===== src/sv/bdd_unt_pkg.sv =====
// Package for the decision diagram unique node table: sizes, codes and shared types.
package bdd_unt_pkg;

  // table sizing
  localparam int TABLE_DEPTH = 256;
  localparam int VAR_BITS    = 6;
  localparam int CHILD_W     = 8;
  localparam int NODE_W      = 8;
  localparam int ID_W        = $clog2(TABLE_DEPTH);
  localparam int NEXT_W      = ID_W + 1;
  localparam int KEY_W       = VAR_BITS + 2 * CHILD_W;
  localparam int FIRST_ID    = 2;
  localparam int NUM_CELLS   = TABLE_DEPTH - FIRST_ID;

  // stream layout
  localparam int S_DATA_W = ((KEY_W + 7) / 8) * 8;
  localparam int S_USER_W = 1;
  localparam int M_DATA_W = NODE_W;
  localparam int M_USER_W = 2;

  typedef enum logic {
    OP_MAKE  = 1'b0,
    OP_CLEAR = 1'b1
  } op_e;

  typedef enum logic [1:0] {
    ST_IDLE,
    ST_SEARCH,
    ST_DONE
  } state_e;

  // search token handed from cell to cell
  typedef struct packed {
    logic             vld;
    logic [KEY_W-1:0] key;
    logic             hit;
    logic             is_new;
    logic [ID_W-1:0]  id;
  } tok_t;

  // finished result waiting for the output register
  typedef struct packed {
    logic [NODE_W-1:0] node;
    logic              is_new;
    logic              full;
  } res_t;

endpackage


===== src/sv/bdd_unt_cell.sv =====
// One table cell: holds one stored triple and passes the search token to its neighbor.
module bdd_unt_cell
  import bdd_unt_pkg::*;
(
  input  logic              clk_i,
  input  logic              rst_ni,
  input  logic [ID_W-1:0]   cell_id_i,
  input  logic [NEXT_W-1:0] next_id_i,
  input  tok_t              tok_i,
  output tok_t              tok_o
);

  logic [KEY_W-1:0]  entry_q, entry_d;
  tok_t              tok_q, tok_d;
  logic [NEXT_W-1:0] my_id;
  logic              live;
  logic              wr_en;

  assign my_id = {1'b0, cell_id_i};
  assign live  = my_id < next_id_i;

  // compare against the stored triple, or claim this slot if it is the next free one
  always_comb begin
    tok_d = tok_i;
    wr_en = 1'b0;
    if (tok_i.vld && !tok_i.hit) begin
      if (live && (entry_q == tok_i.key)) begin
        tok_d.hit = 1'b1;
        tok_d.id  = cell_id_i;
      end else if (my_id == next_id_i) begin
        tok_d.hit    = 1'b1;
        tok_d.is_new = 1'b1;
        tok_d.id     = cell_id_i;
        wr_en        = 1'b1;
      end
    end
  end

  assign entry_d = wr_en ? tok_i.key : entry_q;

  // stored triple, undefined until written
  always_ff @(posedge clk_i) begin
    entry_q <= entry_d;
  end

  // token stage
  always_ff @(posedge clk_i or negedge rst_ni) begin
    if (!rst_ni) begin
      tok_q <= '0;
    end else begin
      tok_q <= tok_d;
    end
  end

  assign tok_o = tok_q;

endmodule


===== config.mk =====
export PLATFORM = sky130hd
export DESIGN_NAME = bdd_unt_cell
export DESIGN_NICKNAME = d
export VERILOG_FILES = /design/src/sv/bdd_unt_pkg.sv /design/src/sv/bdd_unt_cell.sv
export SDC_FILE = /design/constraint.sdc
export NUM_CORES = 1
export LEC_CHECK = 0
export BUFFER_PORTS_ARGS = -buffer_cell sky130_fd_sc_hd__buf_2
export CAP_MARGIN = 30
export CORE_ASPECT_RATIO = 1.4
export CORE_MARGIN = 8
export CORE_UTILIZATION = 45
export DETAILED_ROUTE_END_ITERATION = 12
export PLACE_DENSITY = 0.73
export SLEW_MARGIN = 20
export SYNTH_ARGS = -nofsm -noshare
export SYNTH_HDL_FRONTEND = slang
export SYNTH_SLANG_ARGS = --single-unit

===== constraint.sdc =====
create_clock -name clk_i -period 6.35 [get_ports clk_i]
set_input_delay 1.27 -clock clk_i [delete_from_list [all_inputs] [get_ports clk_i]]
set_output_delay 1.27 -clock clk_i [all_outputs]
set_load 0.02 [all_outputs]

# Word level (Yosys, flattened, before mapping)
# Cells that the tools add are included.
# word_totals
mem_count	0
latch_bits	0
ff_bits	55
rom_bits	0
ram_bits	0
wordCells	20
# classes
n_bitwise	0
multipliers	0
n_mux	8
shifts	0
n_reduce_logical	3
n_div	0
n_addsub	0
n_eq_ne	2
magnitude_cmp	1
# ops
operator	n
22-bit equality test	1
10-bit 2-to-1 mux	2
8-bit by 9-bit equality test with 1-bit output	1
8-bit by 9-bit less-than comparator with 1-bit output	1
8-bit 2-to-1 mux	1
1-bit 2-to-1 mux	5
1-bit logical AND	2
1-bit zero test	1

# Longest topological paths before layout
# depth
ltp_word	4
ltp_mapped	9

# Least setup slack after synthesis
# No wires, ideal clock.
# synth_path
kind	input to register
from	input next_id_i[7]
to	register entry_q[0] (enable)
t_arrival_ps	3165
slack_ps	2805
path_buffers	1
cell_stages	8
required_time_ps	5969
path_cell_list	inv_1 -> ha_1 -> nand2b_1 -> or2_2 -> a21oi_1 -> buf_2 -> or3_4 -> and2_1
# synth_via
elab_chain_cells	4
elab_cells_between_ends	6
cone_classes	1 x order compare; 1 x eq/ne; 3 x mux; 1 x reduce/logical
# synth_rtl
element	line_no	source
start: declaration	bdd_unt_cell.sv:8	input logic [NEXT_W-1:0] next_id_i,
8-bit by 9-bit less-than comparator with 1-bit output or 8-bit by 9-bit equality test with 1-bit output (tied branches)	bdd_unt_cell.sv:20, bdd_unt_cell.sv:30	
1-bit logical AND or 1-bit 2-to-1 mux (tied branches)	bdd_unt_cell.sv:27, bdd_unt_cell.sv:30	
1-bit 2-to-1 mux *	bdd_unt_cell.sv:27	if (live && (entry_q == tok_i.key)) begin
1-bit 2-to-1 mux *	bdd_unt_cell.sv:26	if (tok_i.vld && !tok_i.hit) begin
named net wr_en	bdd_unt_cell.sv:17	logic wr_en;
end signal: assignment	bdd_unt_cell.sv:43	entry_q <= entry_d;
end: declaration	bdd_unt_cell.sv:13	logic [KEY_W-1:0] entry_q, entry_d;
# Mark *: on every way through the listed nets, which the timed path passes. The rest lies on a longest branch.
# A chain may end at the register's enable or synchronous reset.

# Final worst setup path
# layout_path
from	input tok_i[17] (netlist bit)
to	register entry_q[14] (enable)
# layout_via
elab_chain_cells	4
# layout_rtl
element	line_no	source
start: declaration	bdd_unt_cell.sv:9	input tok_t tok_i,
22-bit equality test	bdd_unt_cell.sv:27	
1-bit logical AND	bdd_unt_cell.sv:27	
1-bit 2-to-1 mux	bdd_unt_cell.sv:27	
1-bit 2-to-1 mux	bdd_unt_cell.sv:26	
named net wr_en	bdd_unt_cell.sv:17	
# The timed path passes the listed nets, and every way through them passes these cells.

==> summary.txt <==
Clock tree
  • H-tree depth: 2
  • CTS Sinks: 55
  • CTS Buf Count: 5
  • Clk root buf: clkbuf_8
  • Clock transition at path regs: approximately 0.080 ns
  • Hold buffer count at CTS: 0
  • CTS tree: built
  • Max Root-Sink Buffers: 2
  • Post_cts resized: 0
  • Clk Latency, worst-skew pair: roughly 0.3 ns
  • Buffer count from post-CTS setup fixing: 0

Layout
  • Layout cells sized above 1: 35.7%
  • Nets: 331
  • # diodes: 0
  • Post-route cell area: 0.00296 mm^2
  • Fin util: a little under three fifths
  • Area grow syn2layout: 23.8%

Detailed routing
  • DR vias: 1687
  • First-pass DRT Iterations: 4
  • Starting DRC count in detailed routing: 65
  • Vias per cell: about 5.0
  • WL/cell: 15.1 um
  • DRT Wirelength: ~5100 um
  • Post-DRT Antenna Nets: 0
  • DRC viols: 0

GRT
  • All-Layer GR Usage: a little over an eighth
  • GR Overflow Total: 0
  • Largest net degree at the start of global routing: 34
  • Antenna violations before repair: 0
  • First-pass GRT wire length: 8670 um
  • Vias in the first global route: approximately 1800

Setup path
  • WP buf/inv: 2
  • Crit path largest cell delay: ~0.58 ns
  • Reg2reg setup slack: 3.50 ns
  • Top delay family on crit path: simple AND/OR/NAND/NOR gates
  • CP required: about 6.4 ns
  • Worst-path fanout max: 17
  • CP max stage cell: or3_4
  • CP Class: input port to register
  • Critical path arrival: approximately 3.6 ns
  • Crit path cell chain: buf_2, xor2_1, nor4_1, nand4_1, or3_4, and2_1, buf_8
  • CP Launch Type: input port
  • CP Capture Type: register

Power and ir drop
  • Worst VDD drop: around 95 uV
  • Final Power: about 660 uW
  • Leakage: around 0.0013 uW
  • P per Cell Area: roughly 220 mW/mm^2

Synthesis
  • Share of flip-flops with an asynchronous set or reset: around three fifths
  • Post-synth EDFFs: 22
  • Synth area leaders: dfrtp_1 35%, edfxtp_1 28%, xor2_1 8.1%
  • Synthesized instance count: 186
  • Synthesis Warnings: 0
  • Unique masters post-synth: 30
  • Most frequent cell after synthesis: dfrtp_1
  • Ys flop type: dfrtp_1
  • Seq/Total Area, Yosys: between 60% and 70%
  • Synth area leader: dfrtp_1
  • #FFs+latches synth: 55
  • Most frequent cells after synthesis: 33 x dfrtp_1, 22 x edfxtp_1, 22 x xor2_1, 16 x nand2_1, 10 x inv_1
  • Post-Syn Area: about 0.0024 mm^2
  • Synthesized area per cell: approximately 13 um^2
  • Share of the synthesized area in the top cell type: 34.5%
  • Syn Nets: ~250

STA
  • Final min period: ~3.6 ns
  • Clock Skew: about 0.0032 ns
  • Max-slew violation count: 0
  • TNS Setup: 0 ns
  • Setup violators final: 0
  • Slew @ Worst Pin: between 0.7 and 0.8 ns
  • Final period util: 55.9%
  • Final hold vios: 0
  • Min Hold Slack: ~1.0 ns
  • Fmax: about 280 MHz
  • RSZ-0062 raised after global routing: false
  • Slew margin rel.: between 50% and 60%

Die
  • Die height: about 100 um
  • Core Region: around 0.0052 mm^2
  • Die Area: 0.00794 mm^2
  • Starting Density: a little under half
  • Row count: 31
  • IO Count: 85
  • DIE WIDTH: around 78 um

Placed design
  • PortBufs: 84
  • DP Wirelength: roughly 4100 um
  • Placer Congestion: roughly 0.77
  • Placed Area: 0.00286 mm^2

Job
  • Number of max-cap violations: 0

Worst hold path
  • HP Class: input port to asynchronous set/reset pin

Run status
  • Run status: complete, no violations
==> state kept, by name, summed over array words and instances, names as in the netlist <==
name,cells
tok_o,33
entry_q,22
==> placed cells by master, fill, tap and decap left out, types with 2 or more instances in the layout <==
master	Yosys	final
buf_2	1	84
dfrtp_1	33	33
xor2_1	22	22
edfxtp_1	22	22
nand2_1	16	16
inv_1	10	10
o211ai_1	9	9
nand3_1	9	9
a31oi_1	9	9
or4_1	8	8
o21ai_0	8	8
ha_1	8	8
clkbuf_8	0	6
nor4_1	3	3
a21oi_1	3	3
nand4_1	2	2
nand2b_1	2	2
a21o_1	2	2
nor2b_1	2	2
nor2_1	2	2
==> per-layer routing <==
metal	track usage (%)	vias to the layer above	routed length [um]
li1	-	840	-
met1	15.8	763	2070
met2	22.5	77	2520
met3	4.49	7	415
met4	6.12	0	93
met5	0	-	0
==> area by class of cell <==
| type | count | area (um^2) |
|---|---|---|
| Inverter | 10 | 37.5 |
| Multi-Input combinational cell | 113 | 821 |
| Clock inverter | 1 | 3.75 |
| Clock buffer | 7 | 86.3 |
| Timing Repair Buffer | 86 | 443 |
| Sequential cell | 55 | 1490 |
| Fill cell | 455 | 2200 |
| Tap cell | 66 | 82.6 |
==> through the flow <==
| stage | setup WS (ns) | cells |
|---|---|---|
| final | 2.80 | 338 |
| after floorplan | 2.80 | 186 |
| after global placement | 2.36 | 329 |
| after global routing | 2.60 | 338 |
| after detailed placement | 2.32 | 329 |
| after CTS | 2.62 | 337 |
==> logic make-up after synthesis <==
logic type | synth area share (%)
flip-flops | 62.2
AND/OR/NAND/NOR | 11.9
AO/OA/AOI/OAI | 10.2
XOR/XNOR | 8.06
buffers and inverters | 3.51
adder cells (fa/ha/maj) | 4.19
==> where the power goes <==
| group | leakage [uW] | internal, uW | switching [uW] |
|---|---|---|---|
| logic | 0.000684 | 34.0 | 53.5 |
| clock network | 0.0000459 | 87.4 | 98.6 |
| registers | 0.000575 | 381 | 2.79 |
| total | 0.00130 | 502 | 155 |
==> path summary, 6_finish.rpt <==
path / startpoint / end / depth (start not counted)
setup / recovery: tok_i[17] / entry_q[14] / 7
hold / removal: rst_ni / tok_o[18] / 1
setup reg to reg: entry_q[20] / entry_q[14] / 6
hold reg to reg: entry_q[0] / tok_o[3] / 5
max in group asynchronous: rst_ni / tok_o[13] / 1
min in group clk_i: entry_q[0] / tok_o[3] / 5
Note: power is estimated with default switching activity, not from simulation.
