File: config.mk
export PLATFORM = sky130hd
export DESIGN_NAME = bdd_unt_ctrl
export DESIGN_NICKNAME = d
export VERILOG_FILES = /design/src/sv/bdd_unt_pkg.sv /design/src/sv/bdd_unt_ctrl.sv
export SDC_FILE = /design/constraint.sdc
export NUM_CORES = 1
export LEC_CHECK = 0
export BUFFER_PORTS_ARGS = -buffer_cell sky130_fd_sc_hd__buf_4
export CAP_MARGIN = 10
export CORE_ASPECT_RATIO = 1.4
export CORE_MARGIN = 3
export CORE_UTILIZATION = 38
export DETAILED_ROUTE_END_ITERATION = 7
export MAX_ROUTING_LAYER = met4
export PLACE_DENSITY = 0.76
export SETUP_SLACK_MARGIN = 0.02
export SLEW_MARGIN = 20
export SYNTH_ARGS = -nofsm -noshare
export SYNTH_HDL_FRONTEND = slang
export SYNTH_SLANG_ARGS = --single-unit
File: constraint.sdc
create_clock -name clk_i -period 2.1 [get_ports clk_i]
set_input_delay 0.42 -clock clk_i [delete_from_list [all_inputs] [get_ports clk_i]]
set_output_delay 0.42 -clock clk_i [all_outputs]
set_load 0.01 [all_outputs]
File: src/sv/bdd_unt_pkg.sv
// Package for the decision diagram unique node table: sizes, codes and shared types.
package bdd_unt_pkg;

  // table sizing
  localparam int TABLE_DEPTH = 256;
  localparam int VAR_BITS    = 6;
  localparam int CHILD_W     = 8;
  localparam int NODE_W      = 8;
  localparam int ID_W        = $clog2(TABLE_DEPTH);
  localparam int NEXT_W      = ID_W + 1;
  localparam int KEY_W       = VAR_BITS + 2 * CHILD_W;
  localparam int FIRST_ID    = 2;
  localparam int NUM_CELLS   = TABLE_DEPTH - FIRST_ID;

  // stream layout
  localparam int S_DATA_W = ((KEY_W + 7) / 8) * 8;
  localparam int S_USER_W = 1;
  localparam int M_DATA_W = NODE_W;
  localparam int M_USER_W = 2;

  typedef enum logic {
    OP_MAKE  = 1'b0,
    OP_CLEAR = 1'b1
  } op_e;

  typedef enum logic [1:0] {
    ST_IDLE,
    ST_SEARCH,
    ST_DONE
  } state_e;

  // search token handed from cell to cell
  typedef struct packed {
    logic             vld;
    logic [KEY_W-1:0] key;
    logic             hit;
    logic             is_new;
    logic [ID_W-1:0]  id;
  } tok_t;

  // finished result waiting for the output register
  typedef struct packed {
    logic [NODE_W-1:0] node;
    logic              is_new;
    logic              full;
  } res_t;

endpackage

File: src/sv/bdd_unt_ctrl.sv
// Request controller: decodes requests, launches searches, keeps the next free id and output.
module bdd_unt_ctrl
  import bdd_unt_pkg::*;
(
  input  logic                clk_i,
  input  logic                rst_ni,
  input  logic                s_axis_tvalid,
  output logic                s_axis_tready,
  input  logic [S_DATA_W-1:0] s_axis_tdata,
  input  logic [S_USER_W-1:0] s_axis_tuser,
  output logic                m_axis_tvalid,
  input  logic                m_axis_tready,
  output logic [M_DATA_W-1:0] m_axis_tdata,
  output logic [M_USER_W-1:0] m_axis_tuser,
  output tok_t                inject_o,
  output logic [NEXT_W-1:0]   next_id_o,
  input  tok_t                tail_i
);

  state_e              state_q, state_d;
  logic [NEXT_W-1:0]   next_id_q, next_id_d;
  res_t                res_q, res_d;
  logic                m_valid_q, m_valid_d;
  logic [M_DATA_W-1:0] m_data_q, m_data_d;
  logic [M_USER_W-1:0] m_user_q, m_user_d;

  op_e                 op;
  logic [VAR_BITS-1:0] var_idx;
  logic [CHILD_W-1:0]  lo_child;
  logic [CHILD_W-1:0]  hi_child;
  logic                out_free;
  logic                accept;

  // request fields
  assign op       = op_e'(s_axis_tuser[0]);
  assign var_idx  = s_axis_tdata[VAR_BITS-1:0];
  assign lo_child = s_axis_tdata[VAR_BITS +: CHILD_W];
  assign hi_child = s_axis_tdata[VAR_BITS+CHILD_W +: CHILD_W];

  assign out_free      = !m_valid_q || m_axis_tready;
  assign s_axis_tready = (state_q == ST_IDLE) && out_free;
  assign accept        = s_axis_tvalid && s_axis_tready;

  // next state, search launch and output loading
  always_comb begin
    state_d   = state_q;
    next_id_d = next_id_q;
    res_d     = res_q;
    m_valid_d = m_valid_q && !m_axis_tready;
    m_data_d  = m_data_q;
    m_user_d  = m_user_q;
    inject_o  = '0;
    unique case (state_q)
      ST_IDLE: begin
        if (accept) begin
          if (op == OP_CLEAR) begin
            next_id_d = NEXT_W'(FIRST_ID);
            m_valid_d = 1'b1;
            m_data_d  = '0;
            m_user_d  = '0;
          end else if (lo_child == hi_child) begin
            m_valid_d = 1'b1;
            m_data_d  = M_DATA_W'(lo_child);
            m_user_d  = '0;
          end else begin
            inject_o.vld = 1'b1;
            inject_o.key = {var_idx, lo_child, hi_child};
            state_d      = ST_SEARCH;
          end
        end
      end
      ST_SEARCH: begin
        if (tail_i.vld) begin
          res_d.node   = tail_i.hit ? NODE_W'(tail_i.id) : '0;
          res_d.is_new = tail_i.is_new;
          res_d.full   = !tail_i.hit;
          if (tail_i.is_new) begin
            next_id_d = NEXT_W'(next_id_q + 1'b1);
          end
          state_d = ST_DONE;
        end
      end
      ST_DONE: begin
        if (out_free) begin
          m_valid_d = 1'b1;
          m_data_d  = M_DATA_W'(res_q.node);
          m_user_d  = {res_q.full, res_q.is_new};
          state_d   = ST_IDLE;
        end
      end
      default: begin
        state_d = ST_IDLE;
      end
    endcase
  end

  // control registers
  always_ff @(posedge clk_i or negedge rst_ni) begin
    if (!rst_ni) begin
      state_q   <= ST_IDLE;
      next_id_q <= NEXT_W'(FIRST_ID);
      m_valid_q <= 1'b0;
    end else begin
      state_q   <= state_d;
      next_id_q <= next_id_d;
      m_valid_q <= m_valid_d;
    end
  end

  // payload registers
  always_ff @(posedge clk_i) begin
    res_q    <= res_d;
    m_data_q <= m_data_d;
    m_user_q <= m_user_d;
  end

  assign next_id_o     = next_id_q;
  assign m_axis_tvalid = m_valid_q;
  assign m_axis_tdata  = m_data_q;
  assign m_axis_tuser  = m_user_q;

  // a token leaves the chain only while a search is in flight
  a_tail_in_search : assert property (@(posedge clk_i) disable iff (!rst_ni)
    tail_i.vld |-> (state_q == ST_SEARCH))
    else $error("search token left the chain outside a search");

  // the next free id stays within the table
  a_next_id_range : assert property (@(posedge clk_i) disable iff (!rst_ni)
    (next_id_q >= NEXT_W'(FIRST_ID)) && (next_id_q <= NEXT_W'(TABLE_DEPTH)))
    else $error("next free id out of range");

  // a miss without insert only happens on a full table
  a_miss_means_full : assert property (@(posedge clk_i) disable iff (!rst_ni)
    (tail_i.vld && !tail_i.hit) |-> (next_id_q == NEXT_W'(TABLE_DEPTH)))
    else $error("search missed with free slots left");

  // an insert bumps the next free id by one
  a_insert_bumps : assert property (@(posedge clk_i) disable iff (!rst_ni)
    (state_q == ST_SEARCH && tail_i.vld && tail_i.is_new)
      |=> (next_id_q == NEXT_W'($past(next_id_q) + 1'b1)))
    else $error("insert did not advance the next free id");

endmodule

# Yosys cells after proc, flatten, opt, wreduce, memory -nomap -nowiden

Index checks and enable logic that the tools add are counted.

Register bits after elaboration: 32
Input port bits: 62
Output and inout port bits: 54
Logic and storage cells: 64

$add $sub $neg: 1
Equality and inequality tests: 11
Mux-type cells: 30
Reductions and logical operators: 14

Operator list:

| cell                                                             | number |
|---|---|
| 23-bit two-way mux                                               | 4 |
| 9-bit two-way mux                                                | 4 |
| 8-bit two-way mux                                                | 4 |
| 2-bit two-way mux                                                | 9 |
| 9-bit case mux with 2 select lines                               | 1 |
| 8-bit case mux with 2 select lines                               | 1 |
| 2-bit != test (second input constant)                            | 7 |
| 5-bit AND reduction                                              | 2 |
| 9-bit by 1-bit adder with 9-bit output (second input constant)   | 1 |
| 8-bit == test                                                    | 1 |
| 2-bit case mux with 3 select lines                               | 1 |
| 1-bit two-way mux                                                | 4 |
| 2-bit case mux with 2 select lines                               | 1 |
| 4-bit AND reduction                                              | 1 |
| 2-bit nonzero test                                               | 2 |
| 1-bit logical AND                                                | 3 |
| 1-bit logical NOT                                                | 3 |
| 3-bit by 2-bit != test with 1-bit output (second input constant) | 1 |
| 2-bit by 1-bit == test with 1-bit output (second input constant) | 1 |
| 2-bit == test (second input constant)                            | 1 |
| 2-bit logical NOT                                                | 1 |
| 1-bit case mux with 2 select lines                               | 1 |
| 2-bit AND reduction                                              | 1 |
| 1-bit logical OR                                                 | 1 |

# Longest topological paths before layout

Gate-level depths: netlist of run 1.

Depth after elaboration: 6
Depth in mapped cells: 6
Gate-level depth less buffers: 5

# Worst setup path before layout of run 1

OpenSTA, ideal clock, no wires.

Kind: input -> register
Start: in s_axis_tdata[19]
End: reg m_data_q[0] (netlist: m_axis_tdata[0]) (enable)
Setup time: 0.403 ns
Data arrival time: 2.230 ns
Path slack: -0.534 ns
Stages: 4
Cell sequence: xor2_1 nor4_2 a211oi_1 nor4_1

Word-level cells in the longest chain between the ends: 3

RTL lines:

| what                                               | line                | RTL |
|---|---|---|
| from (decl)                                        | bdd_unt_ctrl.sv:9   | `input logic [S_DATA_W-1:0] s_axis_tdata,` |
| 8-bit == test                                      | bdd_unt_ctrl.sv:61  | `end else if (lo_child == hi_child) begin` |
| 3-bit by 2-bit != test with 1-bit output (no line) | -                   |  |
| 4-bit AND reduction (no line)                      | -                   |  |
| to (signal assigned)                               | bdd_unt_ctrl.sv:113 | `m_data_q <= m_data_d;` |
| to (decl)                                          | bdd_unt_ctrl.sv:24  | `logic [M_DATA_W-1:0] m_data_q, m_data_d;` |

No other way between the ends.
A chain may end at the register's enable or synchronous reset.

==> results.yml, run 1 <==
run_status:
  status: "complete, but fails checks"
  violations: "setup timing"
timing:
  skew_ns: 0.00443
  hold_viol: 0
  finalHoldWorstSlack_ns: 0.329
  fin_crit_ns: 2.40
  slew-limit-headroom_pct: 65.7
  layout_setup_ws_ns: -0.300
  slew_viol_final: 0
  setup_violations: 23
  tightest_slew_ns: 0.511
  fmax_mhz: 417
  finalCritPeriodShare_pct: 114
  rsz0062_at_grt: "yes"
  timing.setup.tns_ns: -6.42
logic_synthesis:
  yosysSeqAreaShare_pct: 50.4
  synth-simple-area-share_pct: 28.0
  avgSynthCellArea_um2: 10.5
  synth-compound-area-share_pct: 5.52
  postSynthCellCount: 170
  synth-seq-cells: 32
  synth_area_mm2: 0.00179
  ys_warn_count: 0
  synth_cell_types: 33
  synth_adder_area_share_pct: 0.699
  yosys-mux-area-fraction_pct: 0
  synth_top_family_by_area: "simple AND/OR/NAND/NOR gates"
  synthXorXnorAreaFrac_pct: 7.34
cells_and_area:
  diodes: 0
  area_growth_pct: 46.5
  drive_gt1_share_pct: 42.0
  final_common_cell: "buf_4"
  mostFrequentLayoutCells: "88 x buf_4, 27 x and2_1, 20 x edfxtp_1"
  fin_area_mm2: 0.00262
  fin_nets: 326
die:
  core_area_mm2: 0.00438
  io_pins: 116
  dieArea_mm2: 0.00558
  die_width_um: 64.0
  start_util_pct: 40.9
  fp-row-count: 28
  die_h_um: 87.2
cts:
  cts-htree-levels: 2
  cts-root-buf: "clkbuf_8"
  tritoncts: "yes"
  cts_sinks: 32
  post_cts_buffers: 0
  numCtsBuffers: 5
  clk_latency_ns: 0.28
  path_clk_slew_ns: 0.06
  clock_path_buffers: 2
setup_path:
  crit_fanout: 21
  criticalPathCategory: "register to output port"
  crit_required_ns: 1.68
  end_kind: "output port"
  crit_arrival_ns: 1.98
  crit_path_start_kind: "register"
placement:
  place_area_mm2: 0.00249
  place_congestion: 0.815
  pre_cts_slack_ns: -0.0445
  portBuffers: 81
  hpwl_mm: 3.32
pwr:
  ir_worst_vdd_v: 0.000324
  leakage_nw: 1.20
  cellPowerDensity_mw_per_mm2: 708
detailed_routing:
  postRouteWirelength_mm: 4.14
  drtPass1Iterations: 4
  wl_per_cell_um: 12.8
  via_per_inst: 4.37
  drc: 0
  drt_iter0_drc: 64
  route.vias.total: 1415
  detail-route-antenna-nets: 0
job:
  max-cap-violations: 0
global_route:
  grt_max_degree: 22
  antenna_found_initial: 0
  grt_pass1_vias: 1333
  grt_use_total_pct: 15.8
  grt_pass1_wl_mm: 6.52
  grt-ovfl-total: 0
min_path:
  min-delay-path-class: "input port to register"
final timing paths:
check | slack, ns | start | cells past startpoint | to
max reg2reg | 0.37 | state_q[1] | 5 | next_id_o[8]
min | 0.33 | tail_i[8] | 1 | res_q[1]
min reg2reg | 0.54 | res_q[5] | 2 | m_axis_tdata[3]
min in group asynchronous | 0.51 | rst_ni | 2 | next_id_o[5]
max in group asynchronous | 1.36 | rst_ni | 2 | next_id_o[1]
max | -0.30 | m_axis_tvalid | 6 | inject_o[29]
flip-flops by register name (all words and copies together), names as in the netlist:
signal	count
m_axis_tdata	8
m_axis_tuser	2
m_axis_tvalid	1
next_id_o	9
res_q	10
state_q	2
metal layers:
metal / share of wire (%) / GRT usage [%]
met5: 0 / -
met1: 39 / 17.1
met3: 5.3 / 3.36
met2: 53 / 27.8
met4: 2.7 / 6.68
synthesized netlist by cell type, drive strengths merged:
cell type  instances  share of area [%]
nand4b             1               0.49
nor2b              1               0.49
xnor2              6                2.9
dfstp              1                1.5
clkbuf             2               0.42
xor2               9                4.4
a31o               1               0.49
edfxtp            20                 34
nor3               5                1.4
ha                 1               0.70
and2              30                 10
nand2b             8                2.8
and4b              1               0.56
conb               1               0.21
a21o               1               0.42
o21ai             10                2.8
nand4              1               0.35
a211oi             2                1.5
and3               2               0.70
or4b               1               0.77
nand3b             1               0.42
a21oi              1               0.28
nor4               8                3.8
dfrtp             11                 15
buf               14                6.4
inv                5                1.0
nand2             11                2.3
nand3              3               0.84
nor2              12                2.5
critical path, stage by stage, from the launching register on:
cell      delay [ns]
dfrtp_1         0.39
nor2b_4         0.14
or4b_4          0.50
a211oi_4        0.24
buf_12          0.18
and2_1          0.13
buf_4           0.11
logic make-up (layout without fill, tap and decap cells):
kind of cell	count (synthesis)	count (layout)
buf+inv	21	106
simple gates	85	85
flops	32	32
compound gates	15	15
other cells	1	10
xor+xnor	15	15
fa+ha+maj	1	1
layout make-up:
cell class	count	area, µm²
repair buffers	93	724
clock buffers	6	82.6
flip-flops and latches	32	902
inverters	5	18.8
clock inverters	2	10.0
well taps	60	75.1
multi-input cells	126	808
fillers	386	1760
power breakdown:
part	switching [mW]	leakage (nW)	total, mW	internal, mW
sequential	0.0439	0.348	0.805	0.761
clock	0.210	0.0510	0.470	0.261
combinational	0.284	0.797	0.581	0.297
total	0.538	1.20	1.86	1.32
through the flow:
| stage | utilization, % | power [mW] | std cells |
|---|---|---|---|
| 2_1_floorplan | - | 1.12 | 179 |
| 3_3_place_gp | 57.0 | 1.38 | 315 |
| 3_5_place_dp | 57.0 | 1.39 | 315 |
| 4_1_cts | 59.9 | 1.88 | 324 |
| 5_1_grt | 59.9 | 1.97 | 324 |
| 6_report | 59.9 | 1.86 | 324 |
timing repair:
action                     in CTS  in global routing
pin swaps                       3                  0
setup endpoints to repair      23                 23
gates resized for setup         7                  0
hold endpoints to repair       11                  0
hold buffers                    1                  0
No activity file was read; power rests on OpenSTA's default activity.
==> run 2, diff against run 1 <==
--- a/config.mk
+++ b/config.mk
@@ -5,14 +5,16 @@
 export SDC_FILE = /design/constraint.sdc
 export NUM_CORES = 1
 export LEC_CHECK = 0
-export BUFFER_PORTS_ARGS = -buffer_cell sky130_fd_sc_hd__buf_4
+export BUFFER_PORTS_ARGS = -buffer_cell sky130_fd_sc_hd__buf_2
 export CAP_MARGIN = 10
+export CELL_PAD_IN_SITES_DETAIL_PLACEMENT = 1
+export CELL_PAD_IN_SITES_GLOBAL_PLACEMENT = 2
 export CORE_ASPECT_RATIO = 1.4
 export CORE_MARGIN = 3
-export CORE_UTILIZATION = 38
+export CORE_UTILIZATION = 21
 export DETAILED_ROUTE_END_ITERATION = 7
 export MAX_ROUTING_LAYER = met4
-export PLACE_DENSITY = 0.76
+export PLACE_DENSITY_LB_ADDON = 0.1
 export SETUP_SLACK_MARGIN = 0.02
 export SLEW_MARGIN = 20
 export SYNTH_ARGS = -nofsm -noshare
==> results.yml, run 2 (synthesis results as in run 1) <==
detailed_routing:
  wl_per_cell_um: 14.4
  drtPass1Iterations: 4
  detail-route-antenna-nets: 0
  postRouteWirelength_mm: 5.37
  route.vias.total: 1552
  drc: 0
  drt_iter0_drc: 56
  via_per_inst: 4.15
die:
  start_util_pct: 21.7
  fp-row-count: 39
  dieArea_mm2: 0.00968
  io_pins: 116
  die_h_um: 115
  die_width_um: 84.0
  core_area_mm2: 0.00825
global_route:
  antenna_found_initial: 0
  grt-ovfl-total: 0
  grt_pass1_vias: 1645
  grt_pass1_wl_mm: 8.22
  grt_use_total_pct: 11.4
  grt_max_degree: 19
cells_and_area:
  drive_gt1_share_pct: 50.4
  multi_input_comb_area_um2: 853
  diodes: 0
  fin_nets: 334
  mostFrequentLayoutCells: "59 x buf_2, 24 x buf_6, 21 x and2_4"
  nFillCells: 954
  seqCellArea_um2: 902
  final_core_util_pct: 34.1
  area_growth_pct: 57.0
  top_register: "res_q"
  final_common_cell: "buf_2"
  largest_reg_flops: 10
  fin_cells: 374
setup_path:
  end_kind: "output port"
  crit_fanout: 8
  criticalPathCategory: "register to output port"
  crit_required_ns: 1.68
  crit_arrival_ns: 1.98
  crit_path_start_kind: "register"
job:
  max-cap-violations: 0
timing:
  finalCritPeriodShare_pct: 114
  slew_viol_final: 0
  fin_crit_ns: 2.40
  skew_ns: 0.00779
  setup_violations: 23
  layout_setup_ws_ns: -0.302
  hold_viol: 0
  rsz0062_at_grt: "yes"
  fmax_mhz: 416
min_path:
  min-delay-path-class: "input port to asynchronous set/reset pin"
cts:
  cts_sinks: 32
  cts-htree-levels: 2
  holdBufCountCts: 0
  path_clk_slew_ns: 0.05
  clk_latency_ns: 0.28
  tritoncts: "yes"
  numCtsBuffers: 5
  clock_path_buffers: 2
  cts-root-buf: "clkbuf_16"
pwr:
  power_mw: 2.28
  seq_power_share_pct: 35.4
  swShare_pct: 27.4
  ir_worst_vdd_v: 0.000288
  leakage_nw: 1.28
  power.switching_mw: 0.623
  internal-power_mw: 1.65
  p_comb_share_pct: 28.7
  cellPowerDensity_mw_per_mm2: 811
  p_clk_share_pct: 35.8
placement:
  dp_cells: 360
  hpwl_mm: 4.16
  portBuffers: 81
  place_congestion: 0.677
run_status:
  violations: "setup timing"
  status: "complete, but fails checks"
==> run 2: worst max-delay path, cell delays in order, from the launching register on <==
cell and delay (ns):
dfrtp_1 0.37, nor2b_4 0.13, or4b_4 0.50, a211oi_4 0.18
buf_6 0.15, clkbuf_16 0.14, and2_4 0.14, buf_6 0.09
==> run 2: power groups by stage <==
stage                     Clock [mW]  Sequential [mW]  Combinational (mW)
final                          0.816            0.807               0.655
after global routing           0.883            0.817               0.723
after CTS                      0.848            0.809               0.592
after detailed placement           0            0.819               0.555
after global placement             0            0.820               0.552
after floorplan                    0            0.834               0.285
==> run 2: final timing paths <==
path / start / slack [ns] / cells past startpoint / endpoint
max: m_axis_tvalid / -0.30 / 7 / inject_o[28]
min: rst_ni / 0.02 / 1 / next_id_o[7]
max reg2reg: m_axis_tvalid / 0.27 / 8 / state_q[0]
min reg2reg: res_q[4] / 0.53 / 2 / m_axis_tdata[2]
max in group asynchronous: rst_ni / 1.80 / 1 / next_id_o[1]
min in group clk_i: tail_i[8] / 0.36 / 1 / res_q[1]
==> run 2: repair_timing <==
action,4_1_cts,5_1_grt
cloned,0,1
buffers inserted,2,3
endpoints found under the setup margin,23,23
pin swaps,6,10
resized for setup,14,33
==> run 2: metal layers <==
metal / up-vias / GRT usage, % / routed length [µm]
met4: 0 / 3.86 / 77
met1: 747 / 10.6 / 1840
met5: - / - / 0
met2: 46 / 22.8 / 3200
met3: 5 / 2.22 / 258
li1: 754 / - / -
==> run 2: metrics by stage <==
step           hold WS, ns  setup TNS, ns  setup WS, ns  area, µm²
2_1_floorplan        0.124              0       0.00226       1840
3_3_place_gp         0.326          -1.22       -0.0777       2380
3_5_place_dp         0.328         -0.996       -0.0645       2380
4_1_cts             0.0291          -6.40        -0.299       2620
5_1_grt             0.0379          -7.69        -0.361       2810
6_report            0.0221          -6.34        -0.302       2810
==> run 2: area by class of cell <==
type | instances | share of cell area [%]
Clock inverter | 2 | 1.25
Timing Repair Buffer | 101 | 26.5
Clock buffer | 6 | 4.59
Multi-Input combinational cell | 126 | 30.4
Sequential cell | 32 | 32.1
Inverter | 5 | 0.668
Tap cell | 102 | 4.54
